`src/rtl/nmea_line_checksum_checker_top_macros.svh`:
```
// Assertion macros for the NMEA line checksum checker.
`ifndef NMEA_LINE_CHECKSUM_CHECKER_TOP_MACROS_SVH
`define NMEA_LINE_CHECKSUM_CHECKER_TOP_MACROS_SVH

`ifndef NO_ASSERTIONS
// Same-cycle implication, checked on the rising edge of i_clk outside reset.
`define NLCC_ASSERT_NOW(label, ante, cons) \
    label: assert property (@(posedge i_clk) disable iff (!i_rst_n) (ante) |-> (cons)) \
        else $error("NLCC same-cycle check failed");
// Next-cycle implication, checked on the rising edge of i_clk outside reset.
`define NLCC_ASSERT_NEXT(label, ante, cons) \
    label: assert property (@(posedge i_clk) disable iff (!i_rst_n) (ante) |=> (cons)) \
        else $error("NLCC next-cycle check failed");
`else
`define NLCC_ASSERT_NOW(label, ante, cons)
`define NLCC_ASSERT_NEXT(label, ante, cons)
`endif

`endif

```
`src/rtl/nlcc_pkg.sv`:
```
// Constants, codes and helper functions of the NMEA line checksum checker.
`default_nettype none

package nlcc_pkg;

    localparam logic [7:0] BUF_SIZE   = 8'd128;
    localparam logic [7:0] SCAN_LIMIT = 8'd75;
    localparam logic [7:0] PREFIX_LEN = 8'd6;

    localparam logic [7:0] CH_DOLLAR = 8'h24;
    localparam logic [7:0] CH_STAR   = 8'h2A;
    localparam logic [7:0] CH_NL     = 8'h0A;
    localparam logic [7:0] CH_NUL    = 8'h00;

    localparam logic [2:0] PH_DOLLAR = 3'd0;
    localparam logic [2:0] PH_BODY   = 3'd1;
    localparam logic [2:0] PH_HIGH   = 3'd2;
    localparam logic [2:0] PH_LOW    = 3'd3;
    localparam logic [2:0] PH_DONE   = 3'd4;

    localparam logic [2:0] FAIL_OK     = 3'd0;
    localparam logic [2:0] FAIL_DOLLAR = 3'd1;
    localparam logic [2:0] FAIL_LONG   = 3'd2;
    localparam logic [2:0] FAIL_STAR   = 3'd3;
    localparam logic [2:0] FAIL_SUM    = 3'd4;

    localparam logic [2:0] KIND_OTHER = 3'd0;
    localparam int         NUM_KINDS  = 5;

    // Sentence prefixes with the first character in the low byte.
    localparam logic [47:0] KIND_PREFIX [NUM_KINDS] = '{
        "AGGPG$",
        "CMRPG$",
        "LLGPG$",
        "GTVPG$",
        "AMRPG$"
    };

    typedef logic [7:0] t_byte;

    function automatic t_byte hex_digit(input logic [3:0] nib);
        t_byte digit;
        if (nib < 4'd10) begin
            digit = 8'h30 + {4'h0, nib};
        end else begin
            digit = 8'h37 + {4'h0, nib};
        end
        return digit;
    endfunction

    function automatic logic [2:0] classify(input logic [47:0] prefix);
        logic [2:0] kind;
        kind = KIND_OTHER;
        for (int k = NUM_KINDS - 1; k >= 0; k--) begin
            if (prefix == KIND_PREFIX[k]) begin
                kind = 3'(k + 1);
            end
        end
        return kind;
    endfunction

endpackage

`default_nettype wire

```
`src/rtl/nlcc_in_if.sv`:
```
// Channel that carries received bytes into the checker.
`default_nettype none

interface nlcc_in_if;
    logic       valid;
    logic       ready;
    logic [7:0] rx_byte;

    modport source (output valid, output rx_byte, input ready);
    modport sink (input valid, input rx_byte, output ready);
endinterface

`default_nettype wire

```
`src/rtl/nlcc_out_if.sv`:
```
// Channel that carries line verdicts out of the checker.
`default_nettype none

interface nlcc_out_if;
    logic       valid;
    logic       ready;
    logic       line_valid;
    logic [2:0] fail_kind;
    logic [7:0] xor_sum;
    logic [2:0] sentence_kind;
    logic [7:0] stored_length;

    modport source (output valid, output line_valid, output fail_kind, output xor_sum,
                    output sentence_kind, output stored_length, input ready);
    modport sink (input valid, input line_valid, input fail_kind, input xor_sum,
                  input sentence_kind, input stored_length, output ready);
endinterface

`default_nettype wire

```
`src/rtl/nmea_line_checksum_checker_top.sv`:
```
// Top level of the NMEA line checksum checker.
//
//   Channel  Dir  Interface    Word
//   i_rx     in   nlcc_in_if   one received byte (rx_byte)
//   o_res    out  nlcc_out_if  one verdict per line end
//
// One byte is taken every cycle except during the stall named below; the byte that ends a line yields its verdict.
// The byte passes an input register, then the per-line scan state and the result register.
// The only stall is a line end while the result register still holds an untaken verdict.
// Reset is synchronous and clears the scan state and both valid flags; no clearing pass is needed.
`default_nettype none
`include "nmea_line_checksum_checker_top_macros.svh"

module nmea_line_checksum_checker_top (
    input  wire logic   i_clk,
    input  wire logic   i_rst_n,
    nlcc_in_if.sink     i_rx,
    nlcc_out_if.source  o_res
);
    import nlcc_pkg::*;

    logic        r_s1_valid;
    t_byte       r_s1_byte;

    logic [7:0]  r_pos,    n_pos;
    logic [7:0]  r_xor,    n_xor;
    logic [2:0]  r_phase,  n_phase;
    logic [2:0]  r_fail,   n_fail;
    logic        r_hdm,    n_hdm;
    logic [47:0] r_prefix, n_prefix;

    logic        r_out_valid, n_out_valid;
    logic        r_out_line_valid, n_out_line_valid;
    logic [2:0]  r_out_fail, n_out_fail;
    logic [7:0]  r_out_xor, n_out_xor;
    logic [2:0]  r_out_kind, n_out_kind;
    logic [7:0]  r_out_len, n_out_len;

    logic        s1_ends;
    logic        out_free;
    logic        s1_go;
    logic [2:0]  end_fail;

    assign s1_ends  = (r_s1_byte == CH_NL) || (r_pos >= BUF_SIZE);
    assign out_free = !r_out_valid || o_res.ready;
    assign s1_go    = r_s1_valid && (!s1_ends || out_free);

    assign i_rx.ready = !r_s1_valid || s1_go;

    always_ff @(posedge i_clk) begin
        if (!i_rst_n) begin
            r_s1_valid <= 1'b0;
        end else if (i_rx.ready) begin
            r_s1_valid <= i_rx.valid;
        end
        if (i_rx.ready) begin
            r_s1_byte <= i_rx.rx_byte;
        end
    end

    // The missing tail of a line reads as zero bytes, which settles any open phase.
    always_comb begin
        unique case (r_phase)
            PH_DOLLAR: end_fail = FAIL_DOLLAR;
            PH_BODY:   end_fail = (r_pos >= SCAN_LIMIT) ? FAIL_LONG : FAIL_STAR;
            PH_HIGH:   end_fail = FAIL_SUM;
            PH_LOW:    end_fail = FAIL_SUM;
            default:   end_fail = r_fail;
        endcase
    end

    always_comb begin
        n_pos    = r_pos;
        n_xor    = r_xor;
        n_phase  = r_phase;
        n_fail   = r_fail;
        n_hdm    = r_hdm;
        n_prefix = r_prefix;

        n_out_valid      = r_out_valid && !o_res.ready;
        n_out_line_valid = r_out_line_valid;
        n_out_fail       = r_out_fail;
        n_out_xor        = r_out_xor;
        n_out_kind       = r_out_kind;
        n_out_len        = r_out_len;

        if (s1_go) begin
            if (!s1_ends) begin
                if (r_pos < PREFIX_LEN) begin
                    n_prefix[{r_pos[2:0], 3'b000} +: 8] = r_s1_byte;
                end
                n_pos = r_pos + 8'd1;
                unique case (r_phase)
                    PH_DOLLAR: begin
                        if (r_s1_byte == CH_DOLLAR) begin
                            n_phase = PH_BODY;
                        end else begin
                            n_fail  = FAIL_DOLLAR;
                            n_phase = PH_DONE;
                        end
                    end
                    PH_BODY: begin
                        if (r_s1_byte != CH_NUL && r_s1_byte != CH_STAR
                                && r_pos < SCAN_LIMIT) begin
                            n_xor = r_xor ^ r_s1_byte;
                        end else if (r_pos >= SCAN_LIMIT) begin
                            n_fail  = FAIL_LONG;
                            n_phase = PH_DONE;
                        end else if (r_s1_byte == CH_STAR) begin
                            n_phase = PH_HIGH;
                        end else begin
                            n_fail  = FAIL_STAR;
                            n_phase = PH_DONE;
                        end
                    end
                    PH_HIGH: begin
                        n_hdm   = (r_s1_byte == hex_digit(r_xor[7:4]));
                        n_phase = PH_LOW;
                    end
                    PH_LOW: begin
                        n_fail  = (r_hdm && r_s1_byte == hex_digit(r_xor[3:0]))
                                  ? FAIL_OK : FAIL_SUM;
                        n_phase = PH_DONE;
                    end
                    default: begin
                    end
                endcase
            end else begin
                n_out_valid      = 1'b1;
                n_out_line_valid = (end_fail == FAIL_OK);
                n_out_fail       = end_fail;
                n_out_xor        = r_xor;
                n_out_kind       = (end_fail == FAIL_OK) ? classify(r_prefix) : KIND_OTHER;
                n_out_len        = r_pos;

                n_pos    = 8'd0;
                n_xor    = 8'd0;
                n_phase  = PH_DOLLAR;
                n_fail   = FAIL_OK;
                n_hdm    = 1'b0;
                n_prefix = '0;
            end
        end
    end

    always_ff @(posedge i_clk) begin
        if (!i_rst_n) begin
            r_pos       <= 8'd0;
            r_xor       <= 8'd0;
            r_phase     <= PH_DOLLAR;
            r_fail      <= FAIL_OK;
            r_hdm       <= 1'b0;
            r_prefix    <= '0;
            r_out_valid <= 1'b0;
        end else begin
            r_pos       <= n_pos;
            r_xor       <= n_xor;
            r_phase     <= n_phase;
            r_fail      <= n_fail;
            r_hdm       <= n_hdm;
            r_prefix    <= n_prefix;
            r_out_valid <= n_out_valid;
        end
        r_out_line_valid <= n_out_line_valid;
        r_out_fail       <= n_out_fail;
        r_out_xor        <= n_out_xor;
        r_out_kind       <= n_out_kind;
        r_out_len        <= n_out_len;
    end

    assign o_res.valid         = r_out_valid;
    assign o_res.line_valid    = r_out_line_valid;
    assign o_res.fail_kind     = r_out_fail;
    assign o_res.xor_sum       = r_out_xor;
    assign o_res.sentence_kind = r_out_kind;
    assign o_res.stored_length = r_out_len;

    `NLCC_ASSERT_NOW(a_valid_matches_fail, r_out_valid, r_out_line_valid == (r_out_fail == FAIL_OK))
    `NLCC_ASSERT_NOW(a_kind_only_valid, r_out_valid && !r_out_line_valid, r_out_kind == KIND_OTHER)
    `NLCC_ASSERT_NOW(a_pos_bounded, 1'b1, r_pos <= BUF_SIZE)
    `NLCC_ASSERT_NOW(a_dollar_at_start, r_phase == PH_DOLLAR, r_pos == 8'd0 && r_xor == 8'd0)
    `NLCC_ASSERT_NEXT(a_line_end_gives_result, s1_go && s1_ends, r_out_valid)

endmodule

`default_nettype wire

```
`src/flat_wrapper.sv`:
```
// flat-port wrapper written by rule: the top's interface ports become plain ports
module nmea_line_checksum_checker_top_flat import nlcc_pkg::*;
  (i_clk, i_rst_n, i_rx_valid, i_rx_rx_byte, i_rx_ready, o_res_valid, o_res_line_valid, o_res_fail_kind, o_res_xor_sum, o_res_sentence_kind, o_res_stored_length, o_res_ready);
  nlcc_in_if i_rx_i ();
  nlcc_out_if o_res_i ();
  input  wire logic i_clk;
  input  wire logic i_rst_n;
  input wire logic [$bits(i_rx_i.valid)-1:0] i_rx_valid;
  input wire logic [$bits(i_rx_i.rx_byte)-1:0] i_rx_rx_byte;
  output wire logic [$bits(i_rx_i.ready)-1:0] i_rx_ready;
  output wire logic [$bits(o_res_i.valid)-1:0] o_res_valid;
  output wire logic [$bits(o_res_i.line_valid)-1:0] o_res_line_valid;
  output wire logic [$bits(o_res_i.fail_kind)-1:0] o_res_fail_kind;
  output wire logic [$bits(o_res_i.xor_sum)-1:0] o_res_xor_sum;
  output wire logic [$bits(o_res_i.sentence_kind)-1:0] o_res_sentence_kind;
  output wire logic [$bits(o_res_i.stored_length)-1:0] o_res_stored_length;
  input wire logic [$bits(o_res_i.ready)-1:0] o_res_ready;
  assign i_rx_i.valid = i_rx_valid;
  assign i_rx_i.rx_byte = i_rx_rx_byte;
  assign i_rx_ready = i_rx_i.ready;
  assign o_res_valid = o_res_i.valid;
  assign o_res_line_valid = o_res_i.line_valid;
  assign o_res_fail_kind = o_res_i.fail_kind;
  assign o_res_xor_sum = o_res_i.xor_sum;
  assign o_res_sentence_kind = o_res_i.sentence_kind;
  assign o_res_stored_length = o_res_i.stored_length;
  assign o_res_i.ready = o_res_ready;
  nmea_line_checksum_checker_top u_core (.i_clk(i_clk), .i_rst_n(i_rst_n), .i_rx(i_rx_i), .o_res(o_res_i));
endmodule
```
`config.mk`:
```
export PLATFORM = sky130hd
export DESIGN_NAME = nmea_line_checksum_checker_top_flat
export DESIGN_NICKNAME = d
export VERILOG_FILES = /design/src/rtl/nlcc_pkg.sv /design/src/rtl/nlcc_in_if.sv /design/src/rtl/nlcc_out_if.sv /design/src/rtl/nmea_line_checksum_checker_top.sv /design/src/flat_wrapper.sv
export VERILOG_INCLUDE_DIRS = /design/src /design/src/rtl
export SDC_FILE = /design/constraint.sdc
export NUM_CORES = 1
export LEC_CHECK = 0
export ABC_AREA = 0
export CAP_MARGIN = 40
export CORE_MARGIN = 5
export CORE_UTILIZATION = 45
export CTS_BUF_LIST = sky130_fd_sc_hd__clkbuf_2
export CTS_CLUSTER_DIAMETER = 150
export DETAILED_ROUTE_END_ITERATION = 10
export DONT_BUFFER_PORTS = 1
export GPL_TIMING_DRIVEN = 0
export PLACE_DENSITY_LB_ADDON = 0.15
export RECOVER_POWER = 50
export SYNTH_ARGS = -nofsm -noshare
export SYNTH_HDL_FRONTEND = slang
export SYNTH_SLANG_ARGS = --single-unit
export TNS_END_PERCENT = 100
```
`constraint.sdc`:
```
create_clock -name i_clk -period 6.5 [get_ports i_clk]
set_input_delay 0.325 -clock i_clk [delete_from_list [all_inputs] [get_ports i_clk]]
set_output_delay 0.325 -clock i_clk [all_outputs]
set_load 0.02 [all_outputs]
```
Word-level counts from Yosys, hierarchy flattened:

Index checks and enable logic that the tools add are counted.

* muxes and demuxes: 39
* shift operators: 2
* $add $sub $neg: 6
* reductions and logical operators: 31
* equality and inequality tests: 17
* bitwise logic cells: 2
* $lt $le $gt $ge: 6

Operators by type and width (count)
* $eq 48x47->1 const B: 5
* $mux 48: 2
* $mux 8: 12
* $bwmux 48: 1
* $shift 8x8->48 const A: 1
* $shiftx 8x8->48: 1
* $mux 3: 13
* $add 6x4->7 const A: 4
* $pmux 3 s3: 2
* $eq 8x6->1 const B: 2
* $eq 8x8->1: 2
* $pmux 3 s4: 1
* $add 8x1->8 const B: 1
* $eq 8x4->1 const B: 1
* $ge 8x7->1 const B: 1
* $ge 8x8->1 const B: 1
* $lt 4x4->1 const B: 2
* $lt 8x3->1 const B: 1
* $lt 8x7->1 const B: 1
* $ne 8x6->1 const B: 1
* $neg 6->8: 1
* $reduce_bool 2->1: 4
* $reduce_bool 8->1: 1
* $xor 8x8->8: 1
* other kinds (18): 41

* bits in registers: 104
* logic and storage cells: 119
* output and inout port bits: 25

Logic depth before layout (Yosys ltp):

Gate-level depths: netlist of the first run.

* depth after elaboration: 11
* depth in mapped cells: 11

Worst setup path after synthesis of the first run:

OpenSTA, ideal clock, no wires.

* path kind: register -> register
* start point: register u_core.r_s1_byte[0]
* end point: register u_core.r_out_fail[0], in the netlist u_core.o_res.fail_kind[0], enable pin
* data arrival time: 2.300 ns
* stages on the path, launching flop included: 7
* path buffers: 2
* data required time: 6.097 ns
* library setup time: 0.403 ns
* path slack: 3.797 ns
* clock period less this slack: 2.703 ns
* cell sequence: edfxtp_1 > buf_6 > nor4_4 > a41o_1 > buf_4 > nand2_1 > nor2_1

* cells in the longest elaborated chain, start to end: 6

RTL lines
* start, declared: line nmea_line_checksum_checker_top.sv:23 `t_byte r_s1_byte;`
* start signal, assigned: line nmea_line_checksum_checker_top.sv:57 `r_s1_byte <= i_rx.rx_byte;`
* $eq 8x4->1 (*): line nmea_line_checksum_checker_top.sv:44 `assign s1_ends = (r_s1_byte == CH_NL) || (r_pos >= BUF_SIZE);`
* $logic_or 1x1->1 (*): line nmea_line_checksum_checker_top.sv:44
* $logic_not 1->1: line nmea_line_checksum_checker_top.sv:46 `assign s1_go = r_s1_valid && (!s1_ends || out_free);`
* $logic_or 1x1->1: line nmea_line_checksum_checker_top.sv:46
* $logic_and 1x1->1: line nmea_line_checksum_checker_top.sv:46
* $reduce_and 2->1 (no source line) (*)
* end signal, assigned: line nmea_line_checksum_checker_top.sv:165 `r_out_fail <= n_out_fail;`
* end, declared: line nmea_line_checksum_checker_top.sv:34 `logic [2:0] r_out_fail, n_out_fail;`

Every way passes the cells marked *; elsewhere a longest branch is shown, timed or not.
A chain may end at the register's enable or synchronous reset.

Worst setup path after layout of the first run:

* start point: register u_core.r_s1_byte[0]
* end point: output i_rx_ready

* cells in the longest elaborated chain, start to end: 6

RTL lines
* $eq 8x4->1: line nmea_line_checksum_checker_top.sv:44
* $logic_or 1x1->1: line nmea_line_checksum_checker_top.sv:44
* $logic_not 1->1: line nmea_line_checksum_checker_top.sv:46
* $logic_or 1x1->1: line nmea_line_checksum_checker_top.sv:46
* $logic_and 1x1->1: line nmea_line_checksum_checker_top.sv:46
* $logic_or 1x1->1: line nmea_line_checksum_checker_top.sv:48 `assign i_rx.ready = !r_s1_valid || s1_go;`
* end, declared: line flat_wrapper.sv:10 `output wire logic [$bits(i_rx_i.ready)-1:0] i_rx_ready;`

Every way passes these cells.

==> impl_metrics.prom, run 1 <==
# TYPE chip_impl_metric gauge
chip_impl_metric{name="preCtsSetupSlack",unit="ps"} 3290
chip_impl_metric{name="num-nets-final",unit=""} 566
chip_impl_metric{name="dpl.hpwl",unit="mm"} 9.06
chip_impl_metric{name="grt_max_degree",unit=""} 17
chip_impl_metric{name="cts.clk_slew.worst_paths",unit="ps"} 260
chip_impl_metric{name="ys_warn_count",unit=""} 0
chip_impl_metric{name="postCtsSetupBuffers",unit=""} 0
chip_impl_metric{name="setup_tns",unit="ps"} 0
chip_impl_metric{name="gr-total-overflow",unit=""} 0
chip_impl_metric{name="synth_seq_cells",unit=""} 104
chip_impl_info{name="worst_path_most_repeated_cell",value="sky130_fd_sc_hd__clkbuf_1"} 1
chip_impl_metric{name="timing.final.crit_period",unit="ps"} 4000
chip_impl_info{name="result_of_the_run",value="finished, final reports clean"} 1
chip_impl_metric{name="routed-via-count",unit=""} 4188
chip_impl_metric{name="dr.first_iter.drc_count",unit=""} 339
chip_impl_metric{name="flow.area_growth_from_synthesis",unit="%"} 8.37
chip_impl_metric{name="instance_area_after_placement",unit="µm²"} 5220
chip_impl_info{name="setup.worst_path.start_class",value="flip-flop"} 1
chip_impl_metric{name="rows",unit=""} 38
chip_impl_metric{name="grt_usage",unit="%"} 20.2
chip_impl_metric{name="number_of_global_route_vias_before_repair",unit=""} 4006
chip_impl_info{name="synth-main-ff-cell",value="sky130_fd_sc_hd__dfxtp_1"} 1
chip_impl_metric{name="setup_viol",unit=""} 0
chip_impl_metric{name="die_width",unit="µm"} 116
chip_impl_metric{name="syn_nets",unit=""} 541
chip_impl_metric{name="firstDrtPassIters",unit=""} 5
chip_impl_metric{name="count_of_flip_flops_with_a_built_in_enable_after_synthesis",unit=""} 31
chip_impl_metric{name="synthesis.area_per_instance",unit="µm²"} 9.59
chip_impl_metric{name="synthDistinctLibCells",unit=""} 68
chip_impl_metric{name="maxcap_viol_count",unit=""} 0
chip_impl_info{name="synth_area_leader_cell",value="sky130_fd_sc_hd__dfxtp_1"} 1
chip_impl_metric{name="placeableCoreArea",unit="µm²"} 10900
chip_impl_metric{name="nFillCells",unit=""} 1002
chip_impl_info{name="category_of_cells_accounting_for_the_largest_share_of_critical_path_delay",value="simple AND/OR/NAND/NOR gates"} 1
chip_impl_info{name="synthMostInstantiatedCell",value="sky130_fd_sc_hd__dfxtp_1"} 1
chip_impl_info{name="clockRootBuffer",value="sky130_fd_sc_hd__clkbuf_2"} 1
chip_impl_metric{name="synth-seq-area-share",unit="%"} 47.6
chip_impl_metric{name="postLayoutSetupSlackWorst",unit="ps"} 2500
chip_impl_metric{name="critPathArrivalTime",unit="ps"} 3670
chip_impl_metric{name="layout_skew",unit="ps"} 36.5
chip_impl_metric{name="cp_max_fo",unit=""} 10
chip_impl_metric{name="slowest_delay",unit="ps"} 1020
chip_impl_metric{name="cts-buffers-inserted",unit=""} 9
chip_impl_metric{name="design.die.area",unit="µm²"} 13400
chip_impl_metric{name="max_freq",unit="GHz"} 0.250
chip_impl_metric{name="slew_violations",unit=""} 0
chip_impl_metric{name="ios",unit=""} 37
chip_impl_metric{name="synthesis.area",unit="µm²"} 5020
chip_impl_metric{name="slew-limit-headroom",unit="%"} 26.3
chip_impl_info{name="hold_path_class",value="input port to flip-flop"} 1
chip_impl_metric{name="multi_input_area",unit="µm²"} 2360
chip_impl_metric{name="clk_latency",unit="ps"} 590
chip_impl_metric{name="deepest_clock_path_buffer_count",unit=""} 2
chip_impl_info{name="critical_path.endpoint_type",value="primary output"} 1
chip_impl_metric{name="total_leakage_power",unit="µW"} 0.00173
chip_impl_metric{name="viasPerCell",unit=""} 6.03
chip_impl_metric{name="irDropWorstVdd",unit="V"} 0.000113
chip_impl_metric{name="port_buffers",unit=""} 0
chip_impl_metric{name="drcViolationCount",unit=""} 0
chip_impl_metric{name="final_cell_area",unit="µm²"} 5440
chip_impl_metric{name="cp_data_required_time",unit="ps"} 6170
chip_impl_metric{name="number_of_antenna_violations_at_the_first_check_in_global_routing",unit=""} 0
chip_impl_info{name="cts_tree",value="built"} 1
chip_impl_info{name="synth.top_cells.by_count",value="sky130_fd_sc_hd__dfxtp_1, sky130_fd_sc_hd__a21oi_1, sky130_fd_sc_hd__nor2_1"} 1
chip_impl_metric{name="chipHeight",unit="µm"} 116
chip_impl_metric{name="drt.antenna.violating_nets",unit=""} 0
chip_impl_metric{name="post_route_cells_drive_above_1_share",unit="%"} 7.58
chip_impl_metric{name="cts.sink_count",unit=""} 104
chip_impl_metric{name="cellPowerDensity",unit="nW/µm²"} 203
chip_impl_metric{name="layout_worst_path_cycle_share",unit="%"} 61.5
chip_impl_metric{name="sequential_cell_area",unit="µm²"} 2390
chip_impl_metric{name="synth_cells",unit=""} 524
chip_impl_info{name="ys_top_cells_by_area",value="sky130_fd_sc_hd__dfxtp_1, sky130_fd_sc_hd__edfxtp_1, sky130_fd_sc_hd__a21oi_1, sky130_fd_sc_hd__nand4_1, sky130_fd_sc_hd__nand2b_1"} 1
chip_impl_metric{name="cp_num_buf_inv",unit=""} 2
chip_impl_metric{name="route.detailed.wl_per_inst",unit="µm"} 18.8
chip_impl_info{name="critPathSlowestCell",value="sky130_fd_sc_hd__nor4_1"} 1
chip_impl_metric{name="worst_slew_pin_slew",unit="ps"} 1100
chip_impl_metric{name="synth_largest_type_area_fraction",unit="%"} 29.1
chip_impl_metric{name="initial_standard_cell_utilization_of_the_core",unit="%"} 46.1
chip_impl_metric{name="total_wirelength_of_the_detailed_routed_design",unit="mm"} 13.1
chip_impl_metric{name="cts.htree.levels",unit=""} 3
chip_impl_metric{name="hold_violations",unit=""} 0
chip_impl_info{name="worstPathCellList",value="clkbuf_1 -> nor4_1 -> a41o_1 -> clkbuf_1 -> nand3_1"} 1
chip_impl_metric{name="routabilityCongestion",unit=""} 0.838
chip_impl_info{name="grt_setup_unrepaired",value="false"} 1
chip_impl_metric{name="wire_length_of_the_first_global_routing_pass",unit="mm"} 21.0
chip_impl_metric{name="async_flop_share",unit="%"} 0
chip_impl_info{name="timing_worst_setup_path_type",value="flip-flop to primary output"} 1
worst reg2reg max path, cell delays in order (launching register included):
cell and delay (ps):
sky130_fd_sc_hd__edfxtp_1 450, sky130_fd_sc_hd__clkbuf_1 330, sky130_fd_sc_hd__nor4_1 1020, sky130_fd_sc_hd__a41o_1 290
sky130_fd_sc_hd__clkbuf_1 380, sky130_fd_sc_hd__nand3_1 620, sky130_fd_sc_hd__a21oi_1 310, sky130_fd_sc_hd__dlygate4sd3_1 550
final cells by class:
cell class | count | area share [%]
antenna | 1 | 0.0460
buffer | 37 | 3.22
clock buffer | 11 | 1.01
clock inverter | 5 | 1.36
inverter | 17 | 1.17
multi-input combinational | 366 | 43.3
sequential | 104 | 43.9
tap | 140 | 3.22
timing repair buffer | 14 | 2.69
stage by stage:
step	utilization, %	total power (µW)	hold slack, ps	std cells
floorplan	-	750	406	524
finish	50.0	1100	33.1	695
CTS	50.2	1110	31.4	693
global route	50.0	1150	34.4	694
global placement	47.7	773	419	664
detailed placement	47.9	775	420	665
final timing paths:
kind	start	endpoint	slack, ps	depth (start not counted)
min reg2reg	u_core.r_xor[2]	u_core.o_res.xor_sum[2]	470	0
min	i_rst_n	u_core.r_xor[4]	30	2
max reg2reg	u_core.r_s1_byte[0]	u_core.r_s1_valid	2530	7
max	u_core.r_s1_byte[0]	i_rx_ready	2500	5
power breakdown:
part / internal [µW] / leakage, µW / switching (µW)
Clock: 128 / 0.0000834 / 206
Sequential: 674 / 0.000859 / 4.16
Combinational: 30.1 / 0.000783 / 61.1
state kept, by name, indices dropped and copies added, names as in the netlist:
signal	flops
u_core.r_s1_valid	1
u_core.o_res.fail_kind	3
u_core.o_res.stored_length	8
u_core.r_xor	8
u_core.r_s1_byte	8
u_core.o_res.valid	1
u_core.r_pos	8
u_core.r_phase	3
u_core.o_res.sentence_kind	3
u_core.r_prefix	48
u_core.r_fail	3
u_core.o_res.line_valid	1
u_core.r_hdm	1
u_core.o_res.xor_sum	8
layer usage:
metal | global-route usage (%) | vias up | part of all wire, %
met5 | 0 | - | 0
met4 | 7.58 | 0 | 2.0
met1 | 28.5 | 2014 | 47
met2 | 31.1 | 136 | 46
li1 | - | 2006 | -
met3 | 3.81 | 32 | 5.3
cells by family after synthesis:
kind of cell,synth area share (%)
and+or+nand+nor,25.9
muxes,1.42
xor gates and xnor gates,2.27
adders and majority gates,1.25
buffers and inverters,5.01
AOI/OAI and AO/OA,16.5
DFF,47.6
placed cells by master (no fill, tap or decap), drive strengths merged, types with 3 or more instances in the layout:
| cell | synthesis | layout |
|---|---|---|
| dfxtp | 73 | 73 |
| a21oi | 48 | 48 |
| clkbuf | 24 | 38 |
| nor2 | 35 | 35 |
| nand4 | 33 | 33 |
| edfxtp | 31 | 31 |
| nand3 | 25 | 25 |
| nand2b | 25 | 25 |
| nand2 | 24 | 24 |
| o21ai | 23 | 23 |
| inv | 17 | 17 |
| dlygate4sd3 | 0 | 12 |
| buf | 13 | 12 |
| and3 | 11 | 11 |
| xnor2 | 9 | 9 |
| a22o | 9 | 9 |
| nor4 | 8 | 8 |
| nor4b | 8 | 8 |
| a211oi | 8 | 8 |
| or3 | 7 | 7 |
| a22oi | 7 | 7 |
| nor2b | 6 | 6 |
| nor3 | 6 | 6 |
| a21o | 6 | 6 |
| mux2i | 6 | 6 |
| nor4bb | 5 | 5 |
| ha | 5 | 5 |
| nor3b | 4 | 4 |
| and2 | 4 | 4 |
| xor2 | 4 | 4 |
| o211ai | 4 | 4 |
| a41oi | 3 | 3 |
| nand4b | 3 | 3 |
| o31ai | 3 | 3 |
| or4 | 3 | 3 |
| clkinv | 0 | 3 |
repair_timing:
action / in CTS / in global routing
hold buffers: 12 / 0
gates resized for setup: 0 / 0
endpoints found under the hold margin: 13 / 0
endpoints found under the setup margin: 0 / 0
(Power assumes the default switching activity.)
==> run 2, diff against run 1 <==
Clock period 6.5 ns to 3.7 ns, I/O delays scaled along.
==> impl_metrics.prom, run 2 (synthesized netlist as in run 1, its figures left out) <==
# TYPE chip_impl_metric gauge
chip_impl_metric{name="sequential_cell_area",unit="µm²"} 2390
chip_impl_metric{name="deepest_clock_path_buffer_count",unit=""} 2
chip_impl_metric{name="cp_max_fo",unit=""} 11
chip_impl_metric{name="number_of_global_route_vias_before_repair",unit=""} 4006
chip_impl_metric{name="cts.clk_slew.worst_paths",unit="ps"} 260
chip_impl_metric{name="wire_length_of_the_first_global_routing_pass",unit="mm"} 21.0
chip_impl_info{name="hold_path_class",value="input port to flip-flop"} 1
chip_impl_info{name="final_common_cell",value="sky130_fd_sc_hd__dfxtp_1"} 1
chip_impl_metric{name="design.die.area",unit="µm²"} 13400
chip_impl_metric{name="number_of_hold_buffers_added_after_cts",unit=""} 12
chip_impl_metric{name="viasPerCell",unit=""} 6.04
chip_impl_metric{name="setup_tns",unit="ps"} 0
chip_impl_metric{name="total_wirelength_of_the_detailed_routed_design",unit="mm"} 13.1
chip_impl_metric{name="timing.final.crit_period",unit="ps"} 3430
chip_impl_metric{name="cts-buffers-inserted",unit=""} 9
chip_impl_metric{name="netSwitchingFraction",unit="%"} 24.7
chip_impl_metric{name="comb_power_share",unit="%"} 8.3
chip_impl_metric{name="drcViolationCount",unit=""} 0
chip_impl_metric{name="irDropWorstVdd",unit="V"} 0.000198
chip_impl_metric{name="share_seq_of_total_power",unit="%"} 61.3
chip_impl_metric{name="chipHeight",unit="µm"} 116
chip_impl_info{name="result_of_the_run",value="finished, final reports clean"} 1
chip_impl_info{name="grt_setup_unrepaired",value="false"} 1
chip_impl_metric{name="postCtsSetupBuffers",unit=""} 0
chip_impl_metric{name="total_leakage_power",unit="µW"} 0.00174
chip_impl_metric{name="critPathArrivalTime",unit="ps"} 3780
chip_impl_metric{name="grt_usage",unit="%"} 20.2
chip_impl_metric{name="initial_standard_cell_utilization_of_the_core",unit="%"} 46.1
chip_impl_metric{name="grt_max_degree",unit=""} 17
chip_impl_metric{name="setup_viol",unit=""} 0
chip_impl_metric{name="number_of_antenna_violations_at_the_first_check_in_global_routing",unit=""} 0
chip_impl_metric{name="total_switching_power",unit="µW"} 481
chip_impl_info{name="clockRootBuffer",value="sky130_fd_sc_hd__clkbuf_2"} 1
chip_impl_metric{name="multi_input_area",unit="µm²"} 2360
chip_impl_metric{name="cp_data_required_time",unit="ps"} 4050
chip_impl_info{name="worst_r2r_startpoint",value="u_core.r_s1_byte[0]"} 1
chip_impl_metric{name="slew_violations",unit=""} 0
chip_impl_metric{name="dpl.hpwl",unit="mm"} 9.06
chip_impl_metric{name="drt.antenna.violating_nets",unit=""} 0
chip_impl_info{name="setup.worst_path.start_class",value="flip-flop"} 1
chip_impl_metric{name="power.total",unit="µW"} 1940
chip_impl_metric{name="cts_resizes",unit=""} 0
chip_impl_metric{name="ios",unit=""} 37
chip_impl_metric{name="gr-total-overflow",unit=""} 0
chip_impl_metric{name="firstDrtPassIters",unit=""} 5
chip_impl_metric{name="worstRegToRegCells",unit=""} 8
chip_impl_metric{name="flow.area_growth_from_synthesis",unit="%"} 8.57
chip_impl_info{name="cts_tree",value="built"} 1
chip_impl_metric{name="routed-via-count",unit=""} 4189
chip_impl_metric{name="fin_hold_ws",unit="ps"} 21.7
chip_impl_metric{name="hold_violations",unit=""} 0
chip_impl_info{name="timing.hold.worst_endpoint",value="u_core.r_hdm"} 1
chip_impl_info{name="critical_path.endpoint_type",value="flip-flop"} 1
chip_impl_metric{name="routabilityCongestion",unit=""} 0.838
chip_impl_metric{name="cts.htree.levels",unit=""} 3
chip_impl_metric{name="whs_path_depth",unit=""} 3
chip_impl_metric{name="largest_reg_flops",unit=""} 48
chip_impl_metric{name="cellPowerDensity",unit="nW/µm²"} 356
chip_impl_metric{name="maxcap_viol_count",unit=""} 0
chip_impl_metric{name="nFillCells",unit=""} 998
chip_impl_metric{name="rows",unit=""} 38
chip_impl_info{name="regMostFlops",value="u_core.r_prefix"} 1
chip_impl_metric{name="preCtsSetupSlack",unit="ps"} 492
chip_impl_metric{name="clk_latency",unit="ps"} 590
chip_impl_metric{name="route.detailed.wl_per_inst",unit="µm"} 18.8
chip_impl_metric{name="cts.sink_count",unit=""} 104
chip_impl_metric{name="dr.first_iter.drc_count",unit=""} 350
chip_impl_metric{name="antennaDiodeCount",unit=""} 0
chip_impl_info{name="regToRegEndpoint",value="u_core.o_res.xor_sum[1]"} 1
chip_impl_metric{name="port_buffers",unit=""} 0
chip_impl_metric{name="postLayoutSetupSlackWorst",unit="ps"} 266
chip_impl_metric{name="internal_power",unit="µW"} 1460
chip_impl_metric{name="worst_slew_pin_slew",unit="ps"} 1050
chip_impl_metric{name="layout_skew",unit="ps"} 32.0
chip_impl_info{name="timing_worst_setup_path_type",value="flip-flop to flip-flop"} 1
chip_impl_metric{name="max_freq",unit="GHz"} 0.291
chip_impl_metric{name="placeableCoreArea",unit="µm²"} 10900
chip_impl_metric{name="post_route_cells_drive_above_1_share",unit="%"} 8.12
chip_impl_metric{name="final_cell_area",unit="µm²"} 5450
chip_impl_info{name="hold_path.startpoint",value="i_rst_n"} 1
chip_impl_metric{name="num-nets-final",unit=""} 566
chip_impl_metric{name="flop2flop_setup_slack",unit="ps"} 270
chip_impl_metric{name="layout_worst_path_cycle_share",unit="%"} 92.8
chip_impl_metric{name="die_width",unit="µm"} 116
chip_impl_metric{name="instance_area_after_placement",unit="µm²"} 5220
chip_impl_metric{name="clock_power_share",unit="%"} 30.4
chip_impl_info{name="layout.cells.most_common_list",value="sky130_fd_sc_hd__dfxtp_1, sky130_fd_sc_hd__a21oi_1, sky130_fd_sc_hd__nor2_1, sky130_fd_sc_hd__nand4_1, sky130_fd_sc_hd__edfxtp_1"} 1
chip_impl_metric{name="slew-limit-headroom",unit="%"} 29.5
## run 2: worst max-delay path: stages (launching register included)
cell                       delay, ps
sky130_fd_sc_hd__edfxtp_1        470
sky130_fd_sc_hd__buf_6           170
sky130_fd_sc_hd__nor4_1          900
sky130_fd_sc_hd__a41o_1          290
sky130_fd_sc_hd__buf_4           170
sky130_fd_sc_hd__nand2_1         110
sky130_fd_sc_hd__nor2_1          670
sky130_fd_sc_hd__buf_6           250
sky130_fd_sc_hd__buf_8           160
## run 2: worst max path at each step
| stage | start | endpoint | slack, ps | cells past startpoint |
|---|---|---|---|---|
| 2_1_floorplan | u_core.r_s1_byte[0] | u_core.o_res.fail_kind[0] | 1000 | 6 |
| 3_3_place_gp | u_core.r_s1_byte[0] | u_core.o_res.xor_sum[2] | 90 | 6 |
| 3_5_place_dp | u_core.r_pos[0] | u_core.r_prefix[45] | 490 | 11 |
| 4_1_cts | u_core.r_pos[0] | u_core.r_prefix[42] | 420 | 11 |
| 5_1_grt | u_core.r_s1_byte[0] | u_core.o_res.xor_sum[4] | 40 | 8 |
| 6_report | u_core.r_s1_byte[0] | u_core.o_res.xor_sum[1] | 270 | 8 |
## run 2: area by class of cell
class	instances	area share [%]
Tap cell	140	3.21
Sequential cell	104	43.9
Timing Repair Buffer	14	2.68
Buffer	37	3.44
Multi-Input combinational cell	366	43.3
Clock buffer	11	1.01
Inverter	17	1.17
Clock inverter	5	1.35
## run 2: power by group through the flow
stage	combinational (µW)	sequential [µW]	clock [µW]
4_1_cts	159	1190	607
2_1_floorplan	105	1210	0
3_3_place_gp	145	1210	0
6_report	161	1190	591
3_5_place_dp	149	1210	0
5_1_grt	174	1190	657
## run 2: stage by stage
step | utilization (%) | std cells
6_report | 50.1 | 694
5_1_grt | 50.1 | 694
4_1_cts | 50.2 | 693
3_5_place_dp | 47.9 | 665
3_3_place_gp | 47.7 | 664
2_1_floorplan | - | 524
## run 2: layer usage
| metal | share of wire [%] | GRT usage, % | vias to the layer above |
|---|---|---|---|
| met3 | 5.7 | 3.81 | 29 |
| met4 | 2.0 | 7.58 | 0 |
| met5 | 0 | 0 | - |
| met2 | 46 | 31.1 | 146 |
| li1 | - | - | 2009 |
| met1 | 47 | 28.5 | 2005 |
